<file path="config.mk">
export PLATFORM = sky130hd
export DESIGN_NAME = voice_slot_allocator
export DESIGN_NICKNAME = d
export VERILOG_FILES = /design/src/rtl/vsa_pkg.sv /design/src/rtl/vsa_table.sv /design/src/rtl/vsa_ctrl.sv /design/src/rtl/voice_slot_allocator.sv
export VERILOG_INCLUDE_DIRS = /design/src /design/src/rtl
export SDC_FILE = /design/constraint.sdc
export NUM_CORES = 2
export LEC_CHECK = 0
export BUFFER_PORTS_ARGS = -buffer_cell sky130_fd_sc_hd__buf_2
export CORE_MARGIN = 3
export CORE_UTILIZATION = 50
export CTS_CLUSTER_DIAMETER = 120
export DETAILED_ROUTE_END_ITERATION = 10
export PLACE_DENSITY = 0.75
export REMOVE_ABC_BUFFERS = 1
export SYNTH_ARGS = -nofsm -noshare
export SYNTH_HDL_FRONTEND = slang
export SYNTH_HIERARCHICAL = 1
export SYNTH_SLANG_ARGS = --single-unit
</file>
<file path="constraint.sdc">
create_clock -name clk_i -period 5.54 [get_ports clk_i]
set_clock_uncertainty 0.2 [all_clocks]
set_input_delay 1.108 -clock clk_i [delete_from_list [all_inputs] [get_ports clk_i]]
set_output_delay 1.108 -clock clk_i [all_outputs]
set_load 0.02 [all_outputs]
</file>
<file path="src/rtl/voice_slot_allocator_macros.svh">
// Assertion macros for the voice slot allocator.
`ifndef VOICE_SLOT_ALLOCATOR_MACROS_SVH
`define VOICE_SLOT_ALLOCATOR_MACROS_SVH
// Implication checked on every clock edge outside reset.
`define VSA_ASSERT(label, clk, rst_n, prop) \
  label: assert property (@(posedge clk) disable iff (!rst_n) prop) \
    else $error("voice_slot_allocator: check failed");
// Same check, also active during reset.
`define VSA_ASSERT_ALWAYS(label, clk, prop) \
  label: assert property (@(posedge clk) prop) \
    else $error("voice_slot_allocator: check failed");
`endif

</file>
<file path="src/rtl/vsa_pkg.sv">
// Shared types and constants for the voice slot allocator.
package vsa_pkg;
  localparam int unsigned VoiceSlots = 32;
  localparam int unsigned SlotW = $clog2(VoiceSlots);
  localparam int unsigned CntW = $clog2(VoiceSlots + 1);

  localparam logic [1:0] ST_FREE = 2'd0;
  localparam logic [1:0] ST_ACTIVE = 2'd1;
  localparam logic [1:0] ST_RELEASING = 2'd2;
  localparam logic [1:0] ST_FINISHED = 2'd3;

  localparam logic [2:0] REQ_NOTE_ON = 3'd0;
  localparam logic [2:0] REQ_NOTE_OFF = 3'd1;
  localparam logic [2:0] REQ_PEDAL = 3'd2;
  localparam logic [2:0] REQ_ALL_OFF = 3'd3;
  localparam logic [2:0] REQ_RESET = 3'd4;
  localparam logic [2:0] REQ_FINISHED = 3'd5;

  localparam logic CFG_GENERATION = 1'b0;
  localparam logic CFG_POLICY = 1'b1;

  // One slot entry as held in the table memory.
  typedef struct packed {
    logic [1:0]  status;
    logic [6:0]  note;
    logic [15:0] generation;
    logic [31:0] voice_num;
    logic        deferred;
    logic        ignore_off;
  } slot_t;

  // Memory port between control and table.
  typedef struct packed {
    logic             rd_en;
    logic [SlotW-1:0] rd_addr;
    logic             wr_en;
    logic [SlotW-1:0] wr_addr;
    slot_t            wr_data;
  } mem_req_t;
endpackage

</file>
<file path="src/rtl/vsa_table.sv">
// Slot table memory, one read and one write port, registered read data.
module vsa_table (
  input  logic            clk_i,
  input  vsa_pkg::mem_req_t req_i,
  output vsa_pkg::slot_t  rd_data_o
);
  import vsa_pkg::*;
  slot_t mem_q [VoiceSlots];

  always_ff @(posedge clk_i) begin
    if (req_i.wr_en) mem_q[req_i.wr_addr] <= req_i.wr_data;
    if (req_i.rd_en) rd_data_o <= mem_q[req_i.rd_addr];
  end
endmodule

</file>
<file path="src/rtl/vsa_ctrl.sv">
// Request sequencer: scans the slot table, modifies and writes entries back.
module vsa_ctrl (
  input  logic                    clk_i,
  input  logic                    rst_ni,
  input  logic                    start_i,
  input  logic [2:0]              req_type_i,
  input  logic [6:0]              note_i,
  input  logic                    pedal_pressed_i,
  input  logic                    ignores_note_off_i,
  input  logic [4:0]              finished_slot_i,
  input  logic [15:0]             active_generation_i,
  input  logic                    performance_policy_i,
  input  logic                    out_taken_i,
  output logic                    busy_o,
  output logic                    out_valid_o,
  output logic [4:0]              slot_index_o,
  output logic [31:0]             voice_id_o,
  output logic                    stolen_o,
  output logic                    generation_stolen_o,
  output logic                    releasing_stolen_o,
  output logic [5:0]              affected_count_o,
  output logic                    dropped_o,
  output logic [5:0]              active_count_o,
  output logic [5:0]              releasing_count_o,
  output logic [5:0]              deferred_count_o,
  output vsa_pkg::mem_req_t       mem_o,
  input  vsa_pkg::slot_t          rd_data_i
);
  import vsa_pkg::*;

  localparam logic [2:0] S_IDLE = 3'd0;
  localparam logic [2:0] S_SCAN = 3'd1;  // read every slot, modify, write back
  localparam logic [2:0] S_PICK = 3'd2;  // note_on: write the chosen slot
  localparam logic [2:0] S_OUT = 3'd3;

  logic [2:0] state_q, state_d;
  logic [SlotW:0] rd_ptr_q, rd_ptr_d;   // address issued; one ahead of data
  logic rd_vld_q, rd_vld_d;
  logic [SlotW-1:0] dat_idx_q, dat_idx_d;
  logic [2:0] type_q;
  logic [6:0] note_q;
  logic ign_q, press_q, pedal_q, pedal_d, pedal_old_q;
  logic [4:0] fin_q;
  logic [31:0] next_vid_q, next_vid_d;
  logic [CntW-1:0] n_act_q, n_act_d, n_rel_q, n_rel_d, n_def_q, n_def_d;
  logic [CntW-1:0] aff_q, aff_d;
  logic free_hit_q, free_hit_d;
  logic [SlotW-1:0] sel_q, sel_d;
  logic [1:0] br_q, br_d;
  logic [15:0] bg_q, bg_d;
  logic [31:0] bv_q, bv_d;
  logic bret_q, bret_d, brel_q, brel_d;
  logic out_valid_q, out_valid_d;
  slot_t ent, nxt;
  logic wr_en;
  logic retired, is_rel, better;
  logic [1:0] rank;

  assign ent = rd_data_i;
  assign retired = ent.generation != active_generation_i;
  assign is_rel = ent.status == ST_RELEASING;
  always_comb begin
    if (performance_policy_i) rank = is_rel ? (retired ? 2'd2 : 2'd3)
                                            : (retired ? 2'd0 : 2'd1);
    else rank = is_rel ? 2'd0 : 2'd1;
  end
  assign better = (dat_idx_q == '0) || (rank < br_q) ||
                  (rank == br_q && ent.generation < bg_q) ||
                  (rank == br_q && ent.generation == bg_q && ent.voice_num < bv_q);

  always_comb begin
    state_d = state_q;
    rd_ptr_d = rd_ptr_q;
    rd_vld_d = 1'b0;
    dat_idx_d = dat_idx_q;
    pedal_d = pedal_q;
    next_vid_d = next_vid_q;
    n_act_d = n_act_q; n_rel_d = n_rel_q; n_def_d = n_def_q;
    aff_d = aff_q;
    free_hit_d = free_hit_q;
    sel_d = sel_q; br_d = br_q; bg_d = bg_q; bv_d = bv_q;
    bret_d = bret_q; brel_d = brel_q;
    out_valid_d = out_valid_q;
    nxt = ent;
    wr_en = 1'b0;
    mem_o = '0;
    case (state_q)
      S_IDLE: begin
        if (start_i) begin
          state_d = S_SCAN;
          rd_ptr_d = '0;
          n_act_d = '0; n_rel_d = '0; n_def_d = '0; aff_d = '0;
          free_hit_d = 1'b0;
          sel_d = '0;
          if (req_type_i == REQ_PEDAL && pedal_pressed_i != pedal_q) pedal_d = pedal_pressed_i;
          if (req_type_i == REQ_RESET) pedal_d = 1'b0;
        end
      end
      S_SCAN: begin
        if (rd_ptr_q < (SlotW+1)'(VoiceSlots)) begin
          mem_o.rd_en = 1'b1;
          mem_o.rd_addr = rd_ptr_q[SlotW-1:0];
          rd_ptr_d = rd_ptr_q + 1'b1;
          rd_vld_d = 1'b1;
          dat_idx_d = rd_ptr_q[SlotW-1:0];
        end
        if (rd_vld_q) begin
          case (type_q)
            REQ_NOTE_ON: begin
              if (!free_hit_q) begin
                if (ent.status == ST_FREE || ent.status == ST_FINISHED) begin
                  free_hit_d = 1'b1;
                  sel_d = dat_idx_q;
                  bret_d = 1'b0; brel_d = 1'b0;
                end else if (better) begin
                  sel_d = dat_idx_q; br_d = rank;
                  bg_d = ent.generation; bv_d = ent.voice_num;
                  bret_d = retired; brel_d = is_rel;
                end
              end
            end
            REQ_NOTE_OFF: begin
              if (ent.status == ST_ACTIVE && ent.note == note_q) begin
                wr_en = 1'b1;
                if (ent.ignore_off) nxt.deferred = 1'b0;
                else if (pedal_q) nxt.deferred = 1'b1;
                else begin
                  nxt.status = ST_RELEASING; nxt.deferred = 1'b0; aff_d = aff_d + 1'b1;
                end
              end
            end
            REQ_PEDAL: begin
              if (press_q != pedal_old_q && !press_q &&
                  ent.status == ST_ACTIVE && ent.deferred) begin
                wr_en = 1'b1;
                nxt.status = ST_RELEASING; nxt.deferred = 1'b0; aff_d = aff_d + 1'b1;
              end
            end
            REQ_ALL_OFF: begin
              if (ent.status == ST_ACTIVE) begin
                wr_en = 1'b1;
                nxt.status = ST_RELEASING; nxt.deferred = 1'b0; aff_d = aff_d + 1'b1;
              end
            end
            REQ_RESET: begin
              wr_en = 1'b1;
              if (ent.status == ST_ACTIVE || ent.status == ST_RELEASING) aff_d = aff_d + 1'b1;
              nxt.status = ST_FREE; nxt.deferred = 1'b0;
            end
            REQ_FINISHED: begin
              if (5'(dat_idx_q) == fin_q &&
                  (ent.status == ST_ACTIVE || ent.status == ST_RELEASING)) begin
                wr_en = 1'b1;
                nxt.status = ST_FINISHED; nxt.deferred = 1'b0;
              end
            end
            default: ;
          endcase
          // counts after modification; note_on fixes them up in S_PICK
          if (nxt.status == ST_ACTIVE) begin
            n_act_d = n_act_d + 1'b1;
            if (nxt.deferred) n_def_d = n_def_d + 1'b1;
          end else if (nxt.status == ST_RELEASING) n_rel_d = n_rel_d + 1'b1;
          mem_o.wr_en = wr_en;
          mem_o.wr_addr = dat_idx_q;
          mem_o.wr_data = nxt;
          if (dat_idx_q == SlotW'(VoiceSlots - 1))
            state_d = (type_q == REQ_NOTE_ON) ? S_PICK : S_OUT;
        end
      end
      S_PICK: begin
        // old entry of the chosen slot leaves the counts, the new voice joins
        mem_o.wr_en = 1'b1;
        mem_o.wr_addr = sel_q;
        mem_o.wr_data.status = ST_ACTIVE;
        mem_o.wr_data.note = note_q;
        mem_o.wr_data.generation = active_generation_i;
        mem_o.wr_data.voice_num = next_vid_q;
        mem_o.wr_data.deferred = 1'b0;
        mem_o.wr_data.ignore_off = ign_q;
        n_act_d = n_act_q + 1'b1;
        if (!free_hit_q) begin
          if (brel_q) n_rel_d = n_rel_q - 1'b1;
          else begin
            n_act_d = n_act_q;
          end
        end
        next_vid_d = (next_vid_q == 32'hFFFF_FFFF) ? 32'd1 : next_vid_q + 1'b1;
        state_d = S_OUT;
      end
      S_OUT: begin
        if (!out_valid_q) out_valid_d = 1'b1;
        else if (out_taken_i) begin
          out_valid_d = 1'b0;
          state_d = S_IDLE;
        end
      end
      default: state_d = S_IDLE;
    endcase
  end

  // Stolen active slots may have been deferred; this flag feeds the n_def drop in S_PICK.
  logic sel_def_q;
  always_ff @(posedge clk_i) begin
    if (state_q == S_SCAN && rd_vld_q && type_q == REQ_NOTE_ON && !free_hit_q) begin
      if ((ent.status == ST_FREE || ent.status == ST_FINISHED) || better)
        sel_def_q <= (ent.status == ST_ACTIVE) && ent.deferred;
    end
  end

  always_ff @(posedge clk_i or negedge rst_ni) begin
    if (!rst_ni) begin
      state_q <= S_IDLE;
      rd_ptr_q <= '0;
      rd_vld_q <= 1'b0;
      pedal_q <= 1'b0;
      next_vid_q <= 32'd1;
      out_valid_q <= 1'b0;
    end else begin
      state_q <= state_d;
      rd_ptr_q <= rd_ptr_d;
      rd_vld_q <= rd_vld_d;
      pedal_q <= pedal_d;
      next_vid_q <= next_vid_d;
      out_valid_q <= out_valid_d;
    end
  end

  always_ff @(posedge clk_i) begin
    dat_idx_q <= dat_idx_d;
    aff_q <= aff_d;
    free_hit_q <= free_hit_d;
    sel_q <= sel_d; br_q <= br_d; bg_q <= bg_d; bv_q <= bv_d;
    bret_q <= bret_d; brel_q <= brel_d;
    n_act_q <= n_act_d; n_rel_q <= n_rel_d;
    if (state_q == S_PICK && !free_hit_q && !brel_q && sel_def_q)
      n_def_q <= n_def_q - 1'b1;
    else n_def_q <= n_def_d;
    if (state_q == S_IDLE && start_i) begin
      type_q <= req_type_i;
      note_q <= note_i;
      ign_q <= ignores_note_off_i;
      press_q <= pedal_pressed_i;
      pedal_old_q <= pedal_q;
      fin_q <= finished_slot_i;
    end
  end

  // Result register, filled on entry to S_OUT.
  always_ff @(posedge clk_i) begin
    if (state_q == S_OUT && !out_valid_q) begin
      slot_index_o <= (type_q == REQ_NOTE_ON) ? 5'(sel_q) : 5'd0;
      voice_id_o <= (type_q == REQ_NOTE_ON)
                    ? ((next_vid_q == 32'd1) ? 32'hFFFF_FFFF : next_vid_q - 1'b1) : 32'd0;
      stolen_o <= (type_q == REQ_NOTE_ON) && !free_hit_q;
      generation_stolen_o <= (type_q == REQ_NOTE_ON) && !free_hit_q && bret_q;
      releasing_stolen_o <= (type_q == REQ_NOTE_ON) && !free_hit_q && brel_q;
      affected_count_o <= 6'(aff_q);
      dropped_o <= !(type_q inside {REQ_NOTE_ON, REQ_NOTE_OFF, REQ_PEDAL, REQ_ALL_OFF,
                                    REQ_RESET, REQ_FINISHED});
      active_count_o <= 6'(n_act_q);
      releasing_count_o <= 6'(n_rel_q);
      deferred_count_o <= 6'(n_def_q);
    end
  end

  assign busy_o = state_q != S_IDLE;
  assign out_valid_o = out_valid_q;
endmodule

</file>
<file path="src/rtl/voice_slot_allocator.sv">
// Voice slot allocator: one result item per request item.
// Each request runs a read-modify-write scan of all 32 slots, then for note_on a
// write of the chosen slot, then a load of the result register.
// No new request is taken until the previous result is accepted; output stall holds it.
// Reset: control, pedal and registers clear at once; a sweep that writes every table
// slot free follows, with input stalled.
module voice_slot_allocator (
  input  logic        clk_i,
  input  logic        rst_ni,
  input  logic        in_valid_i,
  output logic        in_stall_o,
  input  logic [2:0]  req_type_i,
  input  logic [6:0]  note_i,
  input  logic        pedal_pressed_i,
  input  logic        ignores_note_off_i,
  input  logic [4:0]  finished_slot_i,
  output logic        out_valid_o,
  input  logic        out_stall_i,
  output logic [4:0]  slot_index_o,
  output logic [31:0] voice_id_o,
  output logic        stolen_o,
  output logic        generation_stolen_o,
  output logic        releasing_stolen_o,
  output logic [5:0]  affected_count_o,
  output logic        dropped_o,
  output logic [5:0]  active_count_o,
  output logic [5:0]  releasing_count_o,
  output logic [5:0]  deferred_count_o,
  input  logic        cfg_valid_i,
  output logic        cfg_ready_o,
  input  logic        cfg_index_i,
  input  logic [15:0] cfg_data_i
);
  import vsa_pkg::*;
  `include "voice_slot_allocator_macros.svh"

  logic [15:0] gen_q;
  logic pol_q;
  logic busy, start;
  logic [SlotW:0] clr_q;
  logic clearing;
  mem_req_t ctrl_req, mem_req;
  slot_t rd_data;

  assign clearing = clr_q < (SlotW+1)'(VoiceSlots);
  assign start = in_valid_i && !in_stall_o;
  assign in_stall_o = busy || clearing;
  assign cfg_ready_o = 1'b1;

  always_ff @(posedge clk_i or negedge rst_ni) begin
    if (!rst_ni) begin
      gen_q <= '0;
      pol_q <= 1'b0;
      clr_q <= '0;
    end else begin
      if (clearing) clr_q <= clr_q + 1'b1;
      if (cfg_valid_i) begin
        case (cfg_index_i)
          CFG_GENERATION: gen_q <= cfg_data_i;
          CFG_POLICY: pol_q <= cfg_data_i[0];
          default: ;
        endcase
      end
    end
  end

  always_comb begin
    mem_req = ctrl_req;
    if (clearing) begin
      mem_req.wr_en = 1'b1;
      mem_req.wr_addr = clr_q[SlotW-1:0];
      mem_req.wr_data = '0;
    end
  end

  vsa_table u_table (
    .clk_i     (clk_i),
    .req_i     (mem_req),
    .rd_data_o (rd_data)
  );

  vsa_ctrl u_ctrl (
    .clk_i                (clk_i),
    .rst_ni               (rst_ni),
    .start_i              (start),
    .req_type_i           (req_type_i),
    .note_i               (note_i),
    .pedal_pressed_i      (pedal_pressed_i),
    .ignores_note_off_i   (ignores_note_off_i),
    .finished_slot_i      (finished_slot_i),
    .active_generation_i  (gen_q),
    .performance_policy_i (pol_q),
    .out_taken_i          (!out_stall_i),
    .busy_o               (busy),
    .out_valid_o          (out_valid_o),
    .slot_index_o         (slot_index_o),
    .voice_id_o           (voice_id_o),
    .stolen_o             (stolen_o),
    .generation_stolen_o  (generation_stolen_o),
    .releasing_stolen_o   (releasing_stolen_o),
    .affected_count_o     (affected_count_o),
    .dropped_o            (dropped_o),
    .active_count_o       (active_count_o),
    .releasing_count_o    (releasing_count_o),
    .deferred_count_o     (deferred_count_o),
    .mem_o                (ctrl_req),
    .rd_data_i            (rd_data)
  );

  `VSA_ASSERT(a_no_accept_when_busy, clk_i, rst_ni, (busy || clearing) |-> !start)
  `VSA_ASSERT(a_out_only_when_busy, clk_i, rst_ni, out_valid_o |-> busy)
  `VSA_ASSERT(a_clear_no_ctrl_write, clk_i, rst_ni, clearing |-> !ctrl_req.wr_en)
endmodule

</file>
# After elaboration in Yosys (flattened, before gate mapping)
# Memory sizes are Yosys's and may differ from the RTL's. A register that Yosys moved wholly into a read port is not among the register bits.
# Index checks and enable logic that the tools add are counted.
[totals]
elab_cells = 262
n_memories = 1
ram_bits = 1888
in_bits = 39
register_bits = 238
out_inout_bits = 68
[op_classes]
addsub = 10
reduce_logical = 61
bitwise = 3
order_cmp = 5
n_mux = 93
eq_ne = 51
[mem_list]
columns = ["memory", "depth", "width", "rd", "rd_ports_with_merged_regs", "write_ports", "line_no", "text"]
rows = [
  ["u_table.mem_q", 32, 59, 1, 1, 1, "vsa_table.sv:8", "slot_t mem_q [VoiceSlots];"],
]
[ops]
columns = ["cell", "n"]
rows = [
  ["$mux W6", 24],
  ["$mux W65", 2],
  ["$pmux W65 S2", 1],
  ["$mux W32", 2],
  ["$add A6 B1 Y6 const B", 6],
  ["$pmux W6 S2", 3],
  ["$pmux W6 S3", 2],
  ["$add A32 B1 Y32 const B", 1],
  ["$eq A32 B1 Y1 const B", 1],
  ["$eq A32 B32 Y1 const B", 1],
  ["$lt A32 B32 Y1", 1],
  ["$sub A32 B1 Y32 const B", 1],
  ["$mux W1", 31],
  ["$mux W5", 6],
  ["$ne A3 B2 Y1 const B", 8],
  ["$pmux W6 S4", 1],
  ["$logic_and A1 B1 Y1", 22],
  ["$mux W2", 10],
  ["$reduce_and A5 Y1", 4],
  ["$ne A2 B1 Y1 const B", 9],
  ["$eq A16 B16 Y1", 1],
  ["$lt A16 B16 Y1", 1],
  ["$ne A16 B16 Y1", 1],
  ["$eq A3 B2 Y1 const B", 5],
  ["other kinds (37)", 79],
]

# Logic depth before layout (Yosys ltp)
[depth]
word_depth = 14
ltp_mapped = 13
ltp_nobuf = 11

# Cells and area by module
# The synthesis kept the hierarchy.
[modules_own_cells]
columns = ["module", "n_inst", "seq_area_each_um2", "area_each_um2", "cells_each"]
rows = [
  ["vsa_table", 1, 58466.1, 75209.6, 4125],
  ["vsa_ctrl", 1, 6212.2, 11691.2, 1036],
  ["voice_slot_allocator", 1, 575.6, 1450.1, 134],
]

# Worst setup path after synthesis
# Ideal clock, no wire load.
[synth_timing]
path_kind = "reg-to-reg"
startpoint = "register u_ctrl.state_q[0]"
endpoint = "memory u_table/mem_q[12][0] in the netlist's numbering (enable)"
required_time_ps = 4864
period_less_slack_ps = 5763
stages_incl_launch_ff = 12
setup_time_ps = 476
setup_slack_ps = -223
t_arrival_ps = 5087
path_buffers = 4
path_cell_list = "dfrtp_1 > inv_1 > ha_1 > clkbuf_1 > and2_1 > clkbuf_1 > clkbuf_1 > a22o_1 > mux2_2 > or3b_2 > clkbuf_1 > nor2_1"
[synth_lines]
columns = ["item", "line_no", "text"]
rows = [
  ["from (decl)", "vsa_ctrl.sv:36", "logic [2:0] state_q, state_d;"],
  ["from (signal assigned)", "vsa_ctrl.sv:220", "state_q <= state_d;"],
  ["to (decl)", "vsa_table.sv:8", ""],
]

==> summary by stage <==
Status
The flow ran to the end, and the final reports show no timing, DRC or antenna violations.

Synthesis
After synthesis, the share of flip-flops with an asynchronous set or reset is 3.02%. The most used flip-flop cell after synthesis is sky130_fd_sc_hd__edfxtp_1. Ranked by total cell area, the synthesized netlist is headed by sky130_fd_sc_hd__edfxtp_1, sky130_fd_sc_hd__mux2i_1, sky130_fd_sc_hd__dfrtp_1. The synthesized design contains 2184 register bits. Sequential cells were found to cover 73.9% of the synthesized design area. The largest total area in the synthesized netlist belongs to sky130_fd_sc_hd__edfxtp_1. Summing every instance area after synthesis gives 0.0884 mm2. The synthesized netlist contains 75 unique library cells. Each instance of the synthesized netlist takes up on average 16.7 um2. The cell count after synthesis came out at 5295. The number of flops mapped to enable cells by yosys is 2118. The count of yosys warnings during synthesis is 6. Summed over its instances, the top area cell type makes up 72.0% of the synthesized netlist area.

Layout
Counting the fill cells in the layout gives 12872. The fraction of final layout cells sized beyond drive strength 1 is 11.3%. Measured on the finished design, the core utilization comes to 56.5%. The count of nets after finishing is 5550. From synthesis to final layout, the design area changed by 11.7%.

Route
The detailed-routed wire length on met3 is 20800 um. The average routed wire per standard cell is 28.6 um. After detailed routing, no signal wire sits above met5.

After detailed routing, the wire length on met1 is 85500 um. After detailed routing, the number of remaining DRC violations is 0. The first TritonRoute pass finished after 6 iterations. Wires add up to 227000 um.

The length of routed met2 wiring is 108000 um. The detailed-route via count is 49211. The antenna violation net count after detailed routing is 0.

The average via count per standard cell is 6.20. The violation count after the first detailed-route iteration is 6106.

Setup path
STA classifies the critical path startpoint as a flip-flop. Along the worst path, the maximum fanout reaches 16. The critical path required time is 5.85 ns.

The critical path endpoint category is a flip-flop. The endpoint arrival time on the critical path is 5.09 ns. The buffers plus inverters on the worst setup path is 1. The category of cells accounting for the largest share of critical-path delay is simple AND/OR/NAND/NOR gates. The largest incremental delay on the critical path is 0.88 ns. The critical path in this run is classified as reg2reg. The slowest cell on the critical path is sky130_fd_sc_hd__nor4_1.

The signal on the critical path passes through xor2_1, nor4_1, nand3_1, o21ai_0, a221o_1, a41o_1, nand2b_1, or3b_2, nor2_4, buf_4.

Floorplanning
The floorplan step set the die width to 426 um. The core area is 0.175 mm2. During I/O placement, the number of pins put on the boundary was 107.

The die is 426 um tall. The floorplan step defined a die boundary enclosing 0.182 mm2. The initialized floorplan defines 153 standard-cell rows.

For this configuration, the core starts out at a cell density of 50.6%.

Power
The leakage component of the power is 33.1 nW. Across the VDD grid, the largest voltage drop is 0.000313 V. The power per standard cell area is 418 mW/mm2.

STA
The max-slew violation count is 0. The max-slew headroom at the worst pin is 10.9%. The time the final worst path needs with I/O delays and setup is 4.77 ns. For the final routed database, the setup TNS stands at 0 ns.

Setup violations remaining at the end of the flow were counted as 0. The final number of hold-violating endpoints came to 0. In the finished design, the share of the clock period the worst path needs comes to 86.2%.

Setup repair after global routing left no endpoint under its margin. The transition time at the pin with the least slew margin is 1.34 ns. Static timing analysis puts the maximum clock frequency at 0.209 GHz.

Global route
The initial antenna violation count is 16. The via count of the first global-routing pass came to 48226. Global routing consumed, over all layers together, 24.8% of the routing resources. The pin count of the biggest net entering global routing is 108.

The global-route wire length before repair is 330000 um. The remaining global-route overflow is 0.

Clock network
Post-CTS repair changed the size of 0 cells. The number of levels in the clock H-tree is 4. The clock tree from TritonCTS is done. For the worst-skew pair, the clock arrives at the later sink with an insertion delay of 0.86 ns. The number of buffers inserted to repair setup after CTS is 0. The number of hold buffers added after cts is 1. The clock sink count is 2184.

The buffer levels on the longest clock path is 3. The root buffer cell chosen for the clock tree is sky130_fd_sc_hd__clkbuf_16. The number of clock buffers inserted by TritonCTS is 204. After clock tree synthesis, the clock-pin slew on the worst setup and hold paths is 0.06 ns.

Run
The number of max-cap violations is 0.

Placed design
The final estimated routing congestion in global placement is 0.864. The post-DP HPWL is 126000 um. During placement, the flow inserted port buffers numbering 105.

Min path
The worst min-delay path class is in2reg.
logic make-up after synthesis:
group                      count (synthesis)  share of synthesized area [%]
DFF                                     2184                           73.9
AOI/OAI and AO/OA                        747                           5.85
adders and majority gates                 74                           1.06
muxes                                    970                           11.1
and+or+nand+nor                          834                           4.67
other                                      1                        0.00424
xor gates and xnor gates                 102                           1.01
buffers and inverters                    383                           2.48
final timing paths:
check | endpoint | startpoint | cells past startpoint | slack [ns]
setup / recovery | u_table/mem_q[0][45]$_DFFE_PP_ | u_table/rd_data_o[51]$_DFFE_PP_ | 10 | 0.77
setup reg to reg | u_table/mem_q[0][45]$_DFFE_PP_ | u_table/rd_data_o[51]$_DFFE_PP_ | 10 | 0.77
hold reg to reg | u_ctrl/active_count_o[1]$_DFFE_PP_ | u_ctrl/n_act_q[1]$_SDFFCE_PN0P_ | 0 | 0.28
hold / removal | u_ctrl/type_q[2]$_DFFE_PP_ | req_type_i[2] | 1 | 0.28
min in group asynchronous | u_ctrl/rd_ptr_q[3]$_DFFE_PN0P_ | rst_ni | 2 | 0.50
max in group asynchronous | u_ctrl/next_vid_q[18]$_DFFE_PN0P_ | rst_ni | 3 | 3.53
power by group:
part / internal, mW / switching [mW] / total, mW
logic: 2.26 / 4.44 / 6.70
registers: 19.9 / 0.602 / 20.5
clock network: 8.09 / 5.98 / 14.1
total: 30.2 / 11.0 / 41.2
per-layer routing:
| layer | track usage (%) | vias to the layer above |
|---|---|---|
| met4 | 13.0 | 2 |
| met2 | 39.5 | 2649 |
| met3 | 4.56 | 551 |
| met5 | 0 | - |
| li1 | - | 20989 |
| met1 | 32.6 | 25020 |
state kept, by name, indices dropped and copies added (netlist names), 7 cells and up:
signal and count:
gen_q 16, u_table/rd_data_o 59, u_ctrl/bg_q 16, u_ctrl/bv_q 32
u_ctrl/note_q 7, u_table/mem_q 1888, u_ctrl/voice_id_o 32, u_ctrl/next_vid_q 32
metrics by stage:
stage | setup slack [ns] | std cells | power, mW | hold WS [ns] | instance area [um2]
floorplan | -28.90 | 4986 | 26.4 | 0.233 | 86400
global placement | 1.03 | 7555 | 27.2 | 0.264 | 91900
detailed placement | 0.964 | 7555 | 27.4 | 0.266 | 91900
CTS | 0.874 | 7933 | 41.3 | 0.227 | 98700
global route | 0.715 | 7937 | 42.5 | 0.252 | 98700
finish | 0.766 | 7940 | 41.2 | 0.279 | 98700
final cells by class:
cell class	count	area [um2]	area share, %
Sequential cell	2184	65300	66.1
Antenna cell	7	17.5	0.0177
Tap cell	2325	2910	2.95
Multi-Input combinational cell	2728	21200	21.5
Clock inverter	104	1160	1.18
Clock buffer	273	5610	5.68
Timing Repair Buffer	245	2240	2.27
Inverter	74	278	0.281
cells in the final DEF (no fill, tap or decap), types with 14 or more instances in the layout:
| cell type | count |
|---|---|
| sky130_fd_sc_hd__edfxtp_1 | 2118 |
| sky130_fd_sc_hd__mux2i_1 | 945 |
| sky130_fd_sc_hd__nand2_1 | 230 |
| sky130_fd_sc_hd__a21oi_1 | 224 |
| sky130_fd_sc_hd__clkbuf_16 | 210 |
| sky130_fd_sc_hd__nand3_1 | 206 |
| sky130_fd_sc_hd__a22o_1 | 179 |
| sky130_fd_sc_hd__a22oi_1 | 178 |
| sky130_fd_sc_hd__buf_2 | 104 |
| sky130_fd_sc_hd__and2_1 | 87 |
| sky130_fd_sc_hd__buf_4 | 87 |
| sky130_fd_sc_hd__nor3_1 | 82 |
| sky130_fd_sc_hd__inv_1 | 73 |
| sky130_fd_sc_hd__ha_1 | 73 |
| sky130_fd_sc_hd__a31oi_1 | 70 |
| sky130_fd_sc_hd__xnor2_1 | 67 |
| sky130_fd_sc_hd__dfrtp_1 | 64 |
| sky130_fd_sc_hd__nor2_1 | 61 |
| sky130_fd_sc_hd__buf_12 | 53 |
| sky130_fd_sc_hd__clkbuf_1 | 51 |
| sky130_fd_sc_hd__clkinv_1 | 35 |
| sky130_fd_sc_hd__xor2_1 | 35 |
| sky130_fd_sc_hd__nor2_4 | 34 |
| sky130_fd_sc_hd__nand4_1 | 30 |
| sky130_fd_sc_hd__clkinv_2 | 29 |
| sky130_fd_sc_hd__o21ai_0 | 23 |
| sky130_fd_sc_hd__bufinv_16 | 21 |
| sky130_fd_sc_hd__mux2_2 | 15 |
| sky130_fd_sc_hd__and3_1 | 14 |
| sky130_fd_sc_hd__nor2b_1 | 14 |
synth_stat cells, drive strengths merged (4+ instances only):
master  count
and4        4
xnor2      67
dfrtp      65
a21oi     235
xor2       35
a211o       4
mux2       25
nand3     206
a22o      179
o22ai       5
nand3b      7
edfxtp   2118
and2       89
nor2       95
and3       16
nand2     231
buf       151
a21o       11
or4         6
a22oi     178
o21ai      23
nor4       13
mux2i     945
a211oi      8
nor2b      18
ha         73
a31oi      70
o31ai       7
clkbuf    158
or3        11
nand2b     10
inv        73
nand4      30
nor3       82
worst reg2reg max path: cells and delay by family (launching register included):
family | cells | cell delay [ns]
simple gates | 5 | 2.61
flops | 1 | 0.41
compound gates | 3 | 0.62
buf+inv | 1 | 0.39
xor+xnor | 1 | 0.21
(Power assumes the default switching activity.)
